**config.mk**
```make
export PLATFORM = sky130hd
export DESIGN_NAME = telnet_iac_filter_top
export DESIGN_NICKNAME = d
export VERILOG_FILES = /design/src/tif_pkg.sv /design/src/telnet_iac_filter_top.sv
export SDC_FILE = /design/constraint.sdc
export NUM_CORES = 1
export LEC_CHECK = 0
export ABC_AREA = 1
export BUFFER_PORTS_ARGS = -buffer_cell sky130_fd_sc_hd__buf_2
export CELL_PAD_IN_SITES_DETAIL_PLACEMENT = 1
export CELL_PAD_IN_SITES_GLOBAL_PLACEMENT = 1
export CORE_MARGIN = 2
export CORE_UTILIZATION = 35
export DETAILED_ROUTE_END_ITERATION = 12
export GPL_TIMING_DRIVEN = 0
export PLACE_DENSITY = 0.63
export SLEW_MARGIN = 10
export SYNTH_ARGS = -nofsm -noshare
export SYNTH_HDL_FRONTEND = slang
export SYNTH_SLANG_ARGS = --single-unit
```
**constraint.sdc**
```tcl
create_clock -name aclk -period 2.8 [get_ports aclk]
set_input_delay 0.7 -clock aclk [delete_from_list [all_inputs] [get_ports aclk]]
set_output_delay 0.7 -clock aclk [all_outputs]
set_load 0.005 [all_outputs]
```
**src/tif_pkg.sv**
```systemverilog
`timescale 1ns / 1ps

package tif_pkg;

    // Telnet command bytes.
    localparam logic [7:0] TN_IAC  = 8'd255;
    localparam logic [7:0] TN_DONT = 8'd254;
    localparam logic [7:0] TN_DO   = 8'd253;
    localparam logic [7:0] TN_WONT = 8'd252;
    localparam logic [7:0] TN_WILL = 8'd251;
    localparam logic [7:0] TN_SB   = 8'd250;
    localparam logic [7:0] TN_SE   = 8'd240;

    // Configuration register indexes.
    localparam logic [1:0] CFG_ACCEPTED_WILL = 2'd0;
    localparam logic [1:0] CFG_SUPPORTED_A   = 2'd1;
    localparam logic [1:0] CFG_SUPPORTED_B   = 2'd2;

    localparam logic [7:0] CFG_ACCEPTED_WILL_RST = 8'd3;
    localparam logic [7:0] CFG_SUPPORTED_A_RST   = 8'd1;
    localparam logic [7:0] CFG_SUPPORTED_B_RST   = 8'd3;

    // Held command verb, stored as the command byte minus WILL.
    typedef enum logic [1:0] {
        VERB_WILL = 2'd0,
        VERB_WONT = 2'd1,
        VERB_DO   = 2'd2,
        VERB_DONT = 2'd3
    } verb_t;

    // Stream widths.
    localparam int S_TDATA_W = 8;
    localparam int M_TDATA_W = 24;
    localparam int M_TUSER_W = 2;

    // One result item.
    typedef struct packed {
        logic [7:0] reply_option;
        logic [7:0] reply_verb;
        logic       reply_valid;
        logic [7:0] data_byte;
        logic       data_valid;
    } result_t;

endpackage

```
**src/telnet_iac_filter_top.sv**
```systemverilog
`timescale 1ns / 1ps

// Channel  | Ports          | Payload
// ---------+----------------+--------------------------------------------
// input    | s_axis_*       | tdata: rx_byte
// result   | m_axis_*       | tdata: data_byte, reply_verb, reply_option
//          |                | tuser: data_valid, reply_valid
// config   | cfg_*          | index 0..2, 8-bit data
//
// One item is accepted per cycle while s_axis_tready is high; its result is
// registered in the output register, or in the skid register while the output is
// stalled. The parser update and result decode sit in one stage between the input
// port and the output register. A skid register behind the output register keeps
// s_axis_tready registered; under a stalled output one more item is taken, then tready drops.
// Synchronous active-low reset returns the parser to normal data and loads
// the option registers with their defaults.

module telnet_iac_filter_top (
    input  logic                          aclk,
    input  logic                          aresetn,
    // rx_byte [7:0]
    input  logic [tif_pkg::S_TDATA_W-1:0] s_axis_tdata,
    input  logic                          s_axis_tvalid,
    output logic                          s_axis_tready,
    // data_byte [7:0], reply_verb [15:8], reply_option [23:16]
    output logic [tif_pkg::M_TDATA_W-1:0] m_axis_tdata,
    // data_valid [0], reply_valid [1]
    output logic [tif_pkg::M_TUSER_W-1:0] m_axis_tuser,
    output logic                          m_axis_tvalid,
    input  logic                          m_axis_tready,
    input  logic                          cfg_wr_en,
    input  logic [1:0]                    cfg_index,
    input  logic [7:0]                    cfg_wdata
);
    import tif_pkg::*;

    typedef enum logic [2:0] {
        ST_NORMAL  = 3'd0,
        ST_GOT_IAC = 3'd1,
        ST_GOT_CMD = 3'd2,
        ST_SB      = 3'd3,
        ST_SB_IAC  = 3'd4
    } parse_state_t;

    parse_state_t state_reg, state_next;
    verb_t        verb_reg, verb_next;

    logic [7:0] accepted_will_reg;
    logic [7:0] supported_a_reg;
    logic [7:0] supported_b_reg;

    result_t out_reg, skid_reg, result_next;
    logic    out_valid_reg, skid_valid_reg;

    logic       s_accept;
    logic       out_free;
    logic [7:0] rx;

    assign rx            = s_axis_tdata;
    assign s_axis_tready = !skid_valid_reg;
    assign s_accept      = s_axis_tvalid && s_axis_tready;
    assign out_free      = !out_valid_reg || m_axis_tready;

    assign m_axis_tvalid = out_valid_reg;
    assign m_axis_tdata  = {out_reg.reply_option, out_reg.reply_verb, out_reg.data_byte};
    assign m_axis_tuser  = {out_reg.reply_valid, out_reg.data_valid};

    always_comb begin
        state_next  = state_reg;
        verb_next   = verb_reg;
        result_next = '0;
        unique case (state_reg)
            ST_GOT_IAC: begin
                priority if (rx == TN_IAC) begin
                    // Doubled IAC is an escaped data byte.
                    result_next.data_valid = 1'b1;
                    result_next.data_byte  = rx;
                    state_next             = ST_NORMAL;
                end else if (rx >= TN_WILL && rx <= TN_DONT) begin
                    verb_next  = verb_t'(rx[1:0] - TN_WILL[1:0]);
                    state_next = ST_GOT_CMD;
                end else if (rx == TN_SB) begin
                    state_next = ST_SB;
                end else begin
                    state_next = ST_NORMAL;
                end
            end
            ST_GOT_CMD: begin
                unique case (verb_reg)
                    VERB_WILL: begin
                        result_next.reply_valid  = 1'b1;
                        result_next.reply_verb   =
                            (rx == accepted_will_reg) ? TN_DO : TN_DONT;
                        result_next.reply_option = rx;
                    end
                    VERB_DO: begin
                        if (rx != supported_a_reg && rx != supported_b_reg) begin
                            result_next.reply_valid  = 1'b1;
                            result_next.reply_verb   = TN_WONT;
                            result_next.reply_option = rx;
                        end
                    end
                    VERB_WONT, VERB_DONT: begin
                    end
                    default: begin
                    end
                endcase
                state_next = ST_NORMAL;
            end
            ST_SB: begin
                if (rx == TN_IAC) begin
                    state_next = ST_SB_IAC;
                end
            end
            ST_SB_IAC: begin
                state_next = (rx == TN_SE) ? ST_NORMAL : ST_SB;
            end
            default: begin
                // Normal data; unused codes behave the same way.
                if (rx == TN_IAC) begin
                    state_next = ST_GOT_IAC;
                end else begin
                    state_next             = ST_NORMAL;
                    result_next.data_valid = 1'b1;
                    result_next.data_byte  = rx;
                end
            end
        endcase
    end

    always_ff @(posedge aclk) begin
        if (!aresetn) begin
            state_reg         <= ST_NORMAL;
            verb_reg          <= VERB_WILL;
            accepted_will_reg <= CFG_ACCEPTED_WILL_RST;
            supported_a_reg   <= CFG_SUPPORTED_A_RST;
            supported_b_reg   <= CFG_SUPPORTED_B_RST;
            out_valid_reg     <= 1'b0;
            skid_valid_reg    <= 1'b0;
        end else begin
            if (cfg_wr_en) begin
                unique case (cfg_index)
                    CFG_ACCEPTED_WILL: accepted_will_reg <= cfg_wdata;
                    CFG_SUPPORTED_A:   supported_a_reg   <= cfg_wdata;
                    CFG_SUPPORTED_B:   supported_b_reg   <= cfg_wdata;
                    default: begin
                    end
                endcase
            end
            if (s_accept) begin
                state_reg <= state_next;
                verb_reg  <= verb_next;
            end
            if (out_free) begin
                priority if (skid_valid_reg) begin
                    out_reg        <= skid_reg;
                    out_valid_reg  <= 1'b1;
                    skid_valid_reg <= 1'b0;
                end else if (s_accept) begin
                    out_reg       <= result_next;
                    out_valid_reg <= 1'b1;
                end else begin
                    out_valid_reg <= 1'b0;
                end
            end else if (s_accept) begin
                // Output is stalled: park the item in the skid register.
                skid_reg       <= result_next;
                skid_valid_reg <= 1'b1;
            end
        end
    end

endmodule

```
After elaboration in Yosys (flattened, before gate mapping) --
Index checks and enable logic that the tools add are counted.
Cells by class: add/sub/neg operators 1, $lt $le $gt $ge 2, equal/unequal tests 14, multiplexer cells 18, bitwise gates (word level) 3, reductions and logical operators 18
Operators by type and width (number):
- 26-bit 2-to-1 mux | 2
- 17-bit 2-to-1 mux | 2
- 17-bit case mux with 2 select lines | 1
- 8-bit == test (second input constant) | 3
- 9-bit 2-to-1 mux | 2
- 9-bit case mux with 2 select lines | 1
- 8-bit != test | 2
- 3-bit case mux with 4 select lines | 1
- 2-bit 2-to-1 mux | 5
- 8-bit == test | 1
- 8-bit >= comparator (second input constant) | 1
- 8-bit <= comparator (second input constant) | 1
- 2-bit AND reduction | 4
- 3-bit by 2-bit == test with 1-bit output (second input constant) | 2
- 3-bit AND reduction | 2
- 2-bit == test (second input constant) | 2
- 2-bit logical NOT | 2
- 4-bit AND reduction | 1
- 3-bit by 1-bit == test with 1-bit output (second input constant) | 1
- 3-bit == test (second input constant) | 1
- 1-bit logical AND | 3
- 1-bit 2-to-1 mux | 3
- 3-bit 2-to-1 mux | 1
- 1-bit NOT | 3
- other kinds (8) | 9
Storage, ports and cells: register bits after elaboration 83, input bits 23, output and inout bits 28, word-level logic and storage cells 73

Longest topological paths before layout --
Gate-level depths: netlist (run 1).
depth after elaboration 7, gate-level depth with buffers 11

Least setup slack after synthesis (run 1) --
OpenSTA, ideal clock, no wires.
path kind input -> register, start input s_axis_tvalid, end register skid_reg[0] (netlist name) (enable), setup time 397 ps, arrival 1831 ps, data required time 2403 ps, path slack 572 ps, stages on the path 4, path through inv_1 -> nor2_1 -> inv_1 -> nor2_1
Between the ends: cells in the longest elaborated chain, start to end 2
RTL lines:
- start, declared | RTL line telnet_iac_filter_top.sv:23 | input logic s_axis_tvalid,
- 1-bit logical AND | RTL line telnet_iac_filter_top.sv:61 | assign s_accept = s_axis_tvalid && s_axis_tready;
- 3-bit AND reduction (no line)
- end signal, assigned | RTL line telnet_iac_filter_top.sv:167 | skid_reg <= result_next;
- end, declared | RTL line telnet_iac_filter_top.sv:52 | result_t out_reg, skid_reg, result_next;
No other way between the ends. A chain may end at the register's enable or synchronous reset.

Worst setup path after layout (run 1) --
start register skid_valid_reg, end output s_axis_tready
Between the ends: cells in the longest elaborated chain, start to end 1
RTL lines:
- start, declared | RTL line telnet_iac_filter_top.sv:53 | logic out_valid_reg, skid_valid_reg;
- start signal, assigned | RTL line telnet_iac_filter_top.sv:139 | skid_valid_reg <= 1'b0;
- start signal, assigned | RTL line telnet_iac_filter_top.sv:158 | skid_valid_reg <= 1'b0;
- start signal, assigned | RTL line telnet_iac_filter_top.sv:168 | skid_valid_reg <= 1'b1;
- 1-bit logical NOT | RTL line telnet_iac_filter_top.sv:60 | assign s_axis_tready = !skid_valid_reg;
- end, declared | RTL line telnet_iac_filter_top.sv:24 | output logic s_axis_tready,
No other way between the ends.

==> results by group, run 1 <==
Die
  – I/O pin cnt: 51
  – Core area: 0.00964 sq mm
  – Initial core utilization: 35.4%
  – Die Y-Extent: 103 microns
  – Die Wd: 103 microns
  – Die area: 0.0106 sq mm
  – Rows: 36

Cells and area
  – Final Util: 42.0%
  – Share of layout cells above drive strength 1: 22.5%
  – Max FFs per register: 20
  – Ant. Diodes: 0
  – Layout area overhead: 18.6%
  – Nets@finish: 465

Timing
  – Final min period: 2250 ps
  – Period utilization: 80.3%
  – RSZ-0062 raised after global routing: no
  – Peak Freq: 444 MHz
  – Worst relative slew slack: 60.7%
  – Clk_skew: 12.2 ps
  – Final setup fails: 0
  – Max-slew violation count: 0
  – Final hold violation count: 0
  – Slew at the pin with the worst max-slew slack: 586 ps

Power and ir drop
  – VDD IR-drop max: 252 uV
  – Pwr dens: 566 mW/mm^2
  – Pleak: 1.73 nW
  – Tot Pwr: 2.29 mW

Worst setup path
  – Worst setup SP type: flop
  – Worst Path Arrival: 1550 ps
  – Crit end category: primary output
  – Reg2reg setup slack: 1160 ps
  – Setup Crit Path Kind: reg2out
  – Crit Path Max Fanout: 10
  – Crit. Startpoint: skid_valid_reg$_SDFFE_PP0P_
  – RR Startpoint: skid_valid_reg$_SDFFE_PP0P_
  – Critical path required time: 2100 ps

Detailed routing
  – Total Wirelength: 7.82 mm
  – WL per Instance: 13.6 microns
  – Post-route ant nets: 0
  – DR pass1 iterations: 4
  – Vias/cell: 4.52
  – Vias: 2608
  – Initial DRC Count: 76
  – DR DRC count: 0

GRT
  – Vias in the first global route: 2735
  – Pin count of the biggest net entering global routing: 19
  – Global route overflow: 0
  – All-Layer GR Usage: 16.4%
  – Initial antenna violation count: 0
  – First-pass GRT wire length: 13.2 mm

Synth
  – Post-synthesis mux area share: 0%
  – XOR/XNOR share of the synthesized area: 5.13%
  – Post-synth EDFFs: 40
  – Main combinational cell family by area after synthesis: simple AND/OR/NAND/NOR gates
  – Register area share after synthesis: 53.4%
  – Synthesized cell area: 0.00341 sq mm
  – Unique masters post-synth: 32
  – Synth warn: 0
  – Most used DFF post-synth: edfxtp_1
  – Post-Syn Area per Cell: 8.94 sq um
  – Synthesized-area fraction occupied by adder cells: 1.10%
  – Net count after synthesis: 408
  – FF+latch count, synth: 71
  – Gate Count Post-Synth: 382
  – Post-synthesis simple-gate area fraction: 26.3%
  – Synth Area in Compound Gates: 6.45%
  – Async S/R FF share, synth: 0%

Placement
  – GP Congestion: 0.798
  – HPWL after DPL: 6.01 mm
  – # port buffers: 44

Job
  – Max-cap violations: 0

CTS
  – Root Driver: clkbuf_8
  – Clock Pin Slew Worst Setup and Hold Paths: 80 ps
  – Worst-skew pair later-pin latency: 340 ps
  – CTS Sinks: 71
  – # Post-CTS Setup Buffers: 0
  – CTS tree: done
  – CTS buffer count: 9
  – Maximum clock path buffer count: 2
  – H-tree lvl count: 3
  – CTS resizes: 0
  – Hold_buf cts: 0

Min path
  – Hold_sp: supported_b_reg[5]$_SDFFE_PN0P_
  – HP Class: reg2reg

Outcome
  – Status: complete, no violations
## layout make-up
| type | count | area, sq um |
|---|---|---|
| fill | 1213 | 5590 |
| sequential | 71 | 1820 |
| multi-input combinational | 256 | 1340 |
| timing repair buffer | 46 | 250 |
| tap | 133 | 166 |
| inverter | 36 | 141 |
| clock buffer | 10 | 128 |
| buffer | 19 | 120 |
| clock inverter | 6 | 85.1 |
## placed cells by master, fill, tap and decap left out, drive strengths merged
cell	synthesis	layout
edfxtp	40	40
o21ai	24	24
o21bai	1	1
nand4	10	10
nor2	63	63
dfxtp	31	31
buf	15	61
a21oi	11	11
bufinv	0	2
xnor2	18	18
clkinv	3	6
a211oi	1	1
nor3	6	6
clkbuf	4	14
nand3	12	12
ha	3	3
xor2	2	2
clkinvlp	0	1
nand2	103	103
o211ai	2	2
inv	33	33
## layer usage
| layer | vias to the layer above | routed length [microns] | global-route usage, % |
|---|---|---|---|
| met5 | - | 0 | 0 |
| met4 | 0 | 108 | 5.77 |
| met3 | 9 | 255 | 2.64 |
| met2 | 51 | 3900 | 29.3 |
| met1 | 1208 | 3560 | 20.2 |
| li1 | 1340 | - | - |
## cells by family (layout without fill, tap and decap cells)
kind of cell,after synthesis,count (layout)
adders and majority gates,3,3
xor gates and xnor gates,20,20
and+or+nand+nor,194,194
buffers and inverters,55,117
DFF,71,71
AOI/OAI and AO/OA,39,39
## metrics by stage
stage / TNS, ps / instances / cell area [sq um] / hold WS (ps) / setup WS [ps]
finish: 0 / 577 / 4050 / 480 / 550
global route: 0 / 577 / 4050 / 502 / 439
CTS: 0 / 577 / 4050 / 482 / 513
detailed placement: 0 / 561 / 3840 / 470 / 623
global placement: -1590 / 559 / 3800 / 455 / -80.2
floorplan: 0 / 382 / 3410 / 443 / 572
## power by group
| part | total [mW] | switching [mW] | leakage, nW | internal, mW |
|---|---|---|---|---|
| clock | 0.900 | 0.400 | 0.104 | 0.499 |
| combinational | 0.233 | 0.141 | 1.01 | 0.0917 |
| sequential | 1.16 | 0.0163 | 0.616 | 1.14 |
## synth_stat cells (3+ instances only)
cell	n	share of area, %
edfxtp_1	40	35
nand4_1	9	1.6
nor3_1	3	0.44
dfxtp_1	31	18
nor2_1	54	5.9
a21oi_1	11	1.6
buf_4	12	2.6
nand3_1	11	1.6
buf_2	3	0.44
nor3_2	3	0.88
ha_1	3	1.1
xnor2_1	18	4.6
clkbuf_1	4	0.44
nor2_4	9	3.0
inv_1	31	3.4
o21ai_0	20	2.9
nand2_1	99	11
## critical path, cell delays in order (launching register included)
cell and delay [ps]:
dfxtp_1 310, buf_2 200, clkinv_1 260, buf_2 280, buf_2 150
## worst paths after layout
check,cells past startpoint,to
hold reg to reg,2,supported_b_reg[5]$_SDFFE_PN0P_
setup / recovery,4,s_axis_tready
setup reg to reg,5,skid_reg[11]$_DFFE_PP_
hold / removal,2,supported_b_reg[5]$_SDFFE_PN0P_
(Power assumes the default switching activity.)
==> run 2, diff against run 1 <==
Clock period 2.8 ns to 2.2 ns, I/O delays scaled along.
==> run 2 against run 1 <==
  * Global-route usage is the same
  * First-iteration DRC count is the same
  * Combinational power rose by 27%
  * Sequential share of layout area barely moved
  * Final area is essentially flat
==> results by group, run 2 (synthesis gave the netlist of run 1 again) <==
Outcome
  – Status: complete, no violations

Power and ir drop
  – Pleak: 1.73 nW
  – Pwr dens: 719 mW/mm^2
  – VDD IR-drop max: 321 uV

CTS
  – CTS buffer count: 9
  – Clock Pin Slew Worst Setup and Hold Paths: 80 ps
  – Maximum clock path buffer count: 2
  – Hold_buf cts: 0
  – Root Driver: clkbuf_8
  – CTS Sinks: 71
  – CTS tree: done
  – H-tree lvl count: 3
  – Worst-skew pair later-pin latency: 340 ps

Worst setup path
  – Crit Path Max Fanout: 10
  – Crit path cell chain: buf_2 > clkinvlp_4 > buf_2 > buf_2
  – Setup Crit Path Kind: reg2out
  – Worst setup SP type: flop
  – Critical Path Most Common Cell: buf_2
  – CP peak stage delay: 310 ps
  – Crit end category: primary output
  – Worst Path Arrival: 1490 ps
  – Critical path required time: 1650 ps
  – CP max stage cell: dfxtp_1

Cells and area
  – Final Util: 42.0%
  – Ant. Diodes: 0
  – Max FFs per register: 20
  – Nets@finish: 465
  – Fill count: 1211
  – Share of layout cells above drive strength 1: 22.7%
  – Most common cell after layout, fill and taps aside: nand2_1
  – Layout area overhead: 18.7%
  – Commonest cells after routing, fill and taps aside: 99 x nand2_1, 52 x nor2_1, 47 x buf_2

Job
  – Max-cap violations: 0

GRT
  – Pin count of the biggest net entering global routing: 19
  – Initial antenna violation count: 0
  – GRT busiest layer: met2
  – Global routing usage on met2: 29.3%
  – Global route overflow: 0
  – Vias in the first global route: 2735
  – All-Layer GR Usage: 16.4%
  – First-pass GRT wire length: 13.2 mm
  – GR Layer Usage met1: 20.2%
  – Met3 Track Usage GR: 2.64%

Die
  – I/O pin cnt: 51
  – Core area: 0.00964 sq mm
  – Initial core utilization: 35.4%
  – Die Y-Extent: 103 microns
  – Die Wd: 103 microns
  – Die area: 0.0106 sq mm
  – Rows: 36

Timing
  – Final setup fails: 0
  – Final hold violation count: 0
  – Worst relative slew slack: 60.7%
  – Final min period: 2040 ps
  – RSZ-0062 raised after global routing: no
  – Max-slew violation count: 0
  – Peak Freq: 490 MHz
  – Slew at the pin with the worst max-slew slack: 586 ps
  – Period utilization: 92.7%
  – WHS: 462 ps
  – Clk_skew: 12.2 ps

Detailed routing
  – Initial DRC Count: 76
  – DR DRC count: 0
  – Post-route ant nets: 0
  – Vias/cell: 4.52
  – Vias: 2608
  – Total Wirelength: 7.82 mm
  – WL per Instance: 13.6 microns
  – DR pass1 iterations: 4

Min path
  – HP Class: in2reg

Placement
  – GP Congestion: 0.798
  – HPWL after DPL: 6.01 mm
  – # port buffers: 44
[run 2: final timing paths]
kind	depth (start not counted)	from	endpoint	slack, ps
setup / recovery	4	skid_valid_reg$_SDFFE_PP0P_	s_axis_tready	160
hold / removal	3	cfg_wdata[7]	accepted_will_reg[7]$_SDFFE_PN0P_	460
setup reg to reg	5	skid_valid_reg$_SDFFE_PP0P_	skid_reg[11]$_DFFE_PP_	550
hold reg to reg	2	supported_b_reg[5]$_SDFFE_PN0P_	supported_b_reg[5]$_SDFFE_PN0P_	480
[run 2: worst max-delay path, delay by kind of cell, from the launching register on]
family	cells	cell delay, ps
buffers and inverters	4	830
flip-flops	1	310
[run 2: cell type report]
class	instances	area [sq um]	share of cell area, %
well taps	133	166	4.11
multi-input cells	256	1340	33.0
clock buffers	10	128	3.15
flip-flops and latches	71	1820	45.0
inverters	36	145	3.58
repair buffers	46	250	6.17
clock inverters	6	85.1	2.10
plain buffers	19	120	2.96
[run 2: report_power, final]
group	leakage, nW	switching [mW]	internal [mW]
sequential	0.616	0.0208	1.45
clock	0.104	0.510	0.636
combinational	1.01	0.180	0.117
total	1.73	0.711	2.20
[run 2: repair_timing]
item | CTS | global route
endpoints found under the setup margin | 0 | 1
setup buffers | 0 | 0
gates resized for setup | 0 | 1
[run 2: metal layers]
layer	wire length, microns	part of all wire, %
met5	0	0
met4	108	1.4
met3	255	3.3
met2	3900	50
met1	3560	45
[run 2: metrics by stage]
| stage | total power [mW] | TNS (ps) | instance area [sq um] | std cells | setup WS (ps) |
|---|---|---|---|---|---|
| floorplan | 1.70 | 0 | 3410 | 382 | 122 |
| global placement | 1.79 | -16270 | 3800 | 559 | -530 |
| detailed placement | 1.81 | 0 | 3840 | 561 | 173 |
| CTS | 2.94 | 0 | 4050 | 577 | 63.5 |
| global route | 3.05 | 0 | 4050 | 577 | 69.2 |
| finish | 2.91 | 0 | 4050 | 577 | 160 |
==> run 3, diff against run 2 <==
Settings changed: CAP_MARGIN set to 20, CTS_BUF_LIST set to sky130_fd_sc_hd__clkbuf_8.
==> run 3 against run 2 <==
  * Clock skew is essentially flat
  * Setup slack worse by 0.77 ps
  * Final area unchanged
  * First-iteration DRC count is the same
  * Cell count stayed put
  * Critical endpoint unchanged
  * Largest cell class unchanged
  * Largest power group unchanged
  * Highest routed layer unchanged
==> results by group, run 3 (synthesis gave the netlist of run 1 again) <==
Power and ir drop
  – Internal power component: 2.20 mW
  – Net Sw Power: 0.711 mW
  – Pwr dens: 718 mW/mm^2
  – Combinational fraction of design power: 10.2%
  – Clock network power share: 39.2%
  – VDD IR-drop max: 321 uV
  – Pleak: 1.73 nW
  – Sequential power share: 50.6%
  – Switching power share of the total: 24.4%

Worst setup path
  – Critical Path Most Common Cell: buf_2
  – RR Startpoint: skid_valid_reg$_SDFFE_PP0P_
  – Crit path cell chain: buf_2 > clkinvlp_4 > buf_2 > buf_2
  – Reg2reg setup slack: 550 ps
  – Crit end category: primary output
  – Worst setup SP type: flop
  – Critical path required time: 1650 ps
  – CP max stage cell: dfxtp_1
  – Reg2Reg Capture Point: skid_reg[11]$_DFFE_PP_
  – CP peak stage delay: 310 ps
  – Worst Path Arrival: 1490 ps
  – R2R cell count: 5
  – Setup Crit Path Kind: reg2out
  – Crit Path Max Fanout: 10

Detailed routing
  – Vias: 2607
  – Post-route ant nets: 0
  – Total Wirelength: 7.83 mm
  – DR pass1 iterations: 4
  – DR top layer: met4
  – DR DRC count: 0
  – WL per Instance: 13.6 microns
  – Vias/cell: 4.52
  – Met2 WL: 3.91 mm
  – M1 WL: 3.56 mm
  – Initial DRC Count: 76
  – Met3 Routed Length: 255 microns

CTS
  – Worst-skew pair later-pin latency: 340 ps
  – Clock Pin Slew Worst Setup and Hold Paths: 90 ps
  – CTS Sinks: 71
  – CTS buffer count: 9
  – CTS tree: done
  – H-tree lvl count: 3
  – # Post-CTS Setup Buffers: 0
  – Maximum clock path buffer count: 2
  – Root Driver: clkbuf_8

Cells and area
  – Max FFs per register: 20
  – Share of layout cells above drive strength 1: 22.7%
  – Reg area: 0.00182 sq mm
  – Fill count: 1211
  – Final Non-Filler Cells: 577
  – Commonest cells after routing, fill and taps aside: 99 x nand2_1, 52 x nor2_1, 47 x buf_2
  – Layout area overhead: 18.7%
  – Area of the multi-input gates: 0.00134 sq mm
  – Nets@finish: 465
  – Most common cell after layout, fill and taps aside: nand2_1
  – Final Util: 42.0%
  – Ant. Diodes: 0

Placement
  – HPWL after DPL: 6.01 mm
  – Placed Cells incl. Taps: 561
  – # port buffers: 44
  – DP Worst Slack: 173 ps
  – GP Congestion: 0.798

Min path
  – Hold_sp: cfg_wdata[7]
  – Worst Hold End: accepted_will_reg[7]$_SDFFE_PN0P_
  – HP Class: in2reg
  – Hold depth: 3

Timing
  – Final setup margin: 159 ps
  – Final min period: 2040 ps
  – Peak Freq: 490 MHz
  – Slew at the pin with the worst max-slew slack: 586 ps
  – Period utilization: 92.8%
  – WHS: 462 ps
  – Final hold violation count: 0
  – RSZ-0062 raised after global routing: no
  – Clk_skew: 12.7 ps
  – Final setup fails: 0
  – Worst relative slew slack: 60.7%
  – Max-slew violation count: 0
  – Setup_tns: 0 ps

GRT
  – Pin count of the biggest net entering global routing: 19
  – All-Layer GR Usage: 16.4%
  – Initial antenna violation count: 0
  – Global route overflow: 0
  – First-pass GRT wire length: 13.2 mm
  – Vias in the first global route: 2735

Die
  – Core area: 0.00964 sq mm
  – Initial core utilization: 35.4%
  – I/O pin cnt: 51
  – Die area: 0.0106 sq mm
  – Rows: 36
  – Die Wd: 103 microns
  – Die Y-Extent: 103 microns

Outcome
  – Status: complete, no violations

Job
  – Max-cap violations: 0
==> run 3: how the worst max path moves through the flow <==
| stage | start | endpoint | cells after the start |
|---|---|---|---|
| after floorplan | s_axis_tvalid | skid_reg[0]$_DFFE_PP_ | 4 |
| after global placement | s_axis_tvalid | skid_reg[7]$_DFFE_PP_ | 5 |
| after detailed placement | s_axis_tdata[1] | m_axis_tdata[17]$_DFFE_PP_ | 10 |
| after CTS | skid_valid_reg$_SDFFE_PP0P_ | s_axis_tready | 4 |
| after global routing | skid_valid_reg$_SDFFE_PP0P_ | s_axis_tready | 4 |
| final | skid_valid_reg$_SDFFE_PP0P_ | s_axis_tready | 4 |
==> run 3: metrics by stage <==
step	area [sq um]	total power, mW
6_report	4050	2.91
5_1_grt	4050	3.04
4_1_cts	4050	2.94
3_5_place_dp	3840	1.81
3_3_place_gp	3800	1.79
2_1_floorplan	3410	1.70
==> run 3: final cells by class <==
class / count / area share (%)
Clock inverter: 7 / 2.19
Multi-Input combinational cell: 256 / 33.0
Clock buffer: 9 / 3.06
Inverter: 36 / 3.58
Tap cell: 133 / 4.11
Buffer: 19 / 2.96
Sequential cell: 71 / 45.0
Timing Repair Buffer: 46 / 6.17
==> run 3: power by group through the flow <==
stage               Combinational, mW  Sequential [mW]  Clock [mW]
floorplan                       0.194             1.50           0
finish                          0.297             1.47        1.14
CTS                             0.305             1.47        1.16
global placement                0.291             1.50           0
detailed placement              0.304             1.50           0
global route                    0.342             1.48        1.22
==> run 3: timing repair <==
item / 4_1_cts / 5_1_grt
endpoints found under the hold margin: 0 / 0
gates resized for setup: 0 / 1
setup endpoints to repair: 0 / 1
hold buffers: 0 / 0
==> run 3: worst max-delay path, delay by kind of cell, from the launching register on <==
family / cells / cell delay (ps)
buffers and inverters: 4 / 830
DFF: 1 / 310
==> run 3: metal layers <==
layer	track usage, %	vias to the layer above
met2	29.3	51
met3	2.64	9
met1	20.2	1207
met4	5.77	0
met5	0	-
li1	-	1340
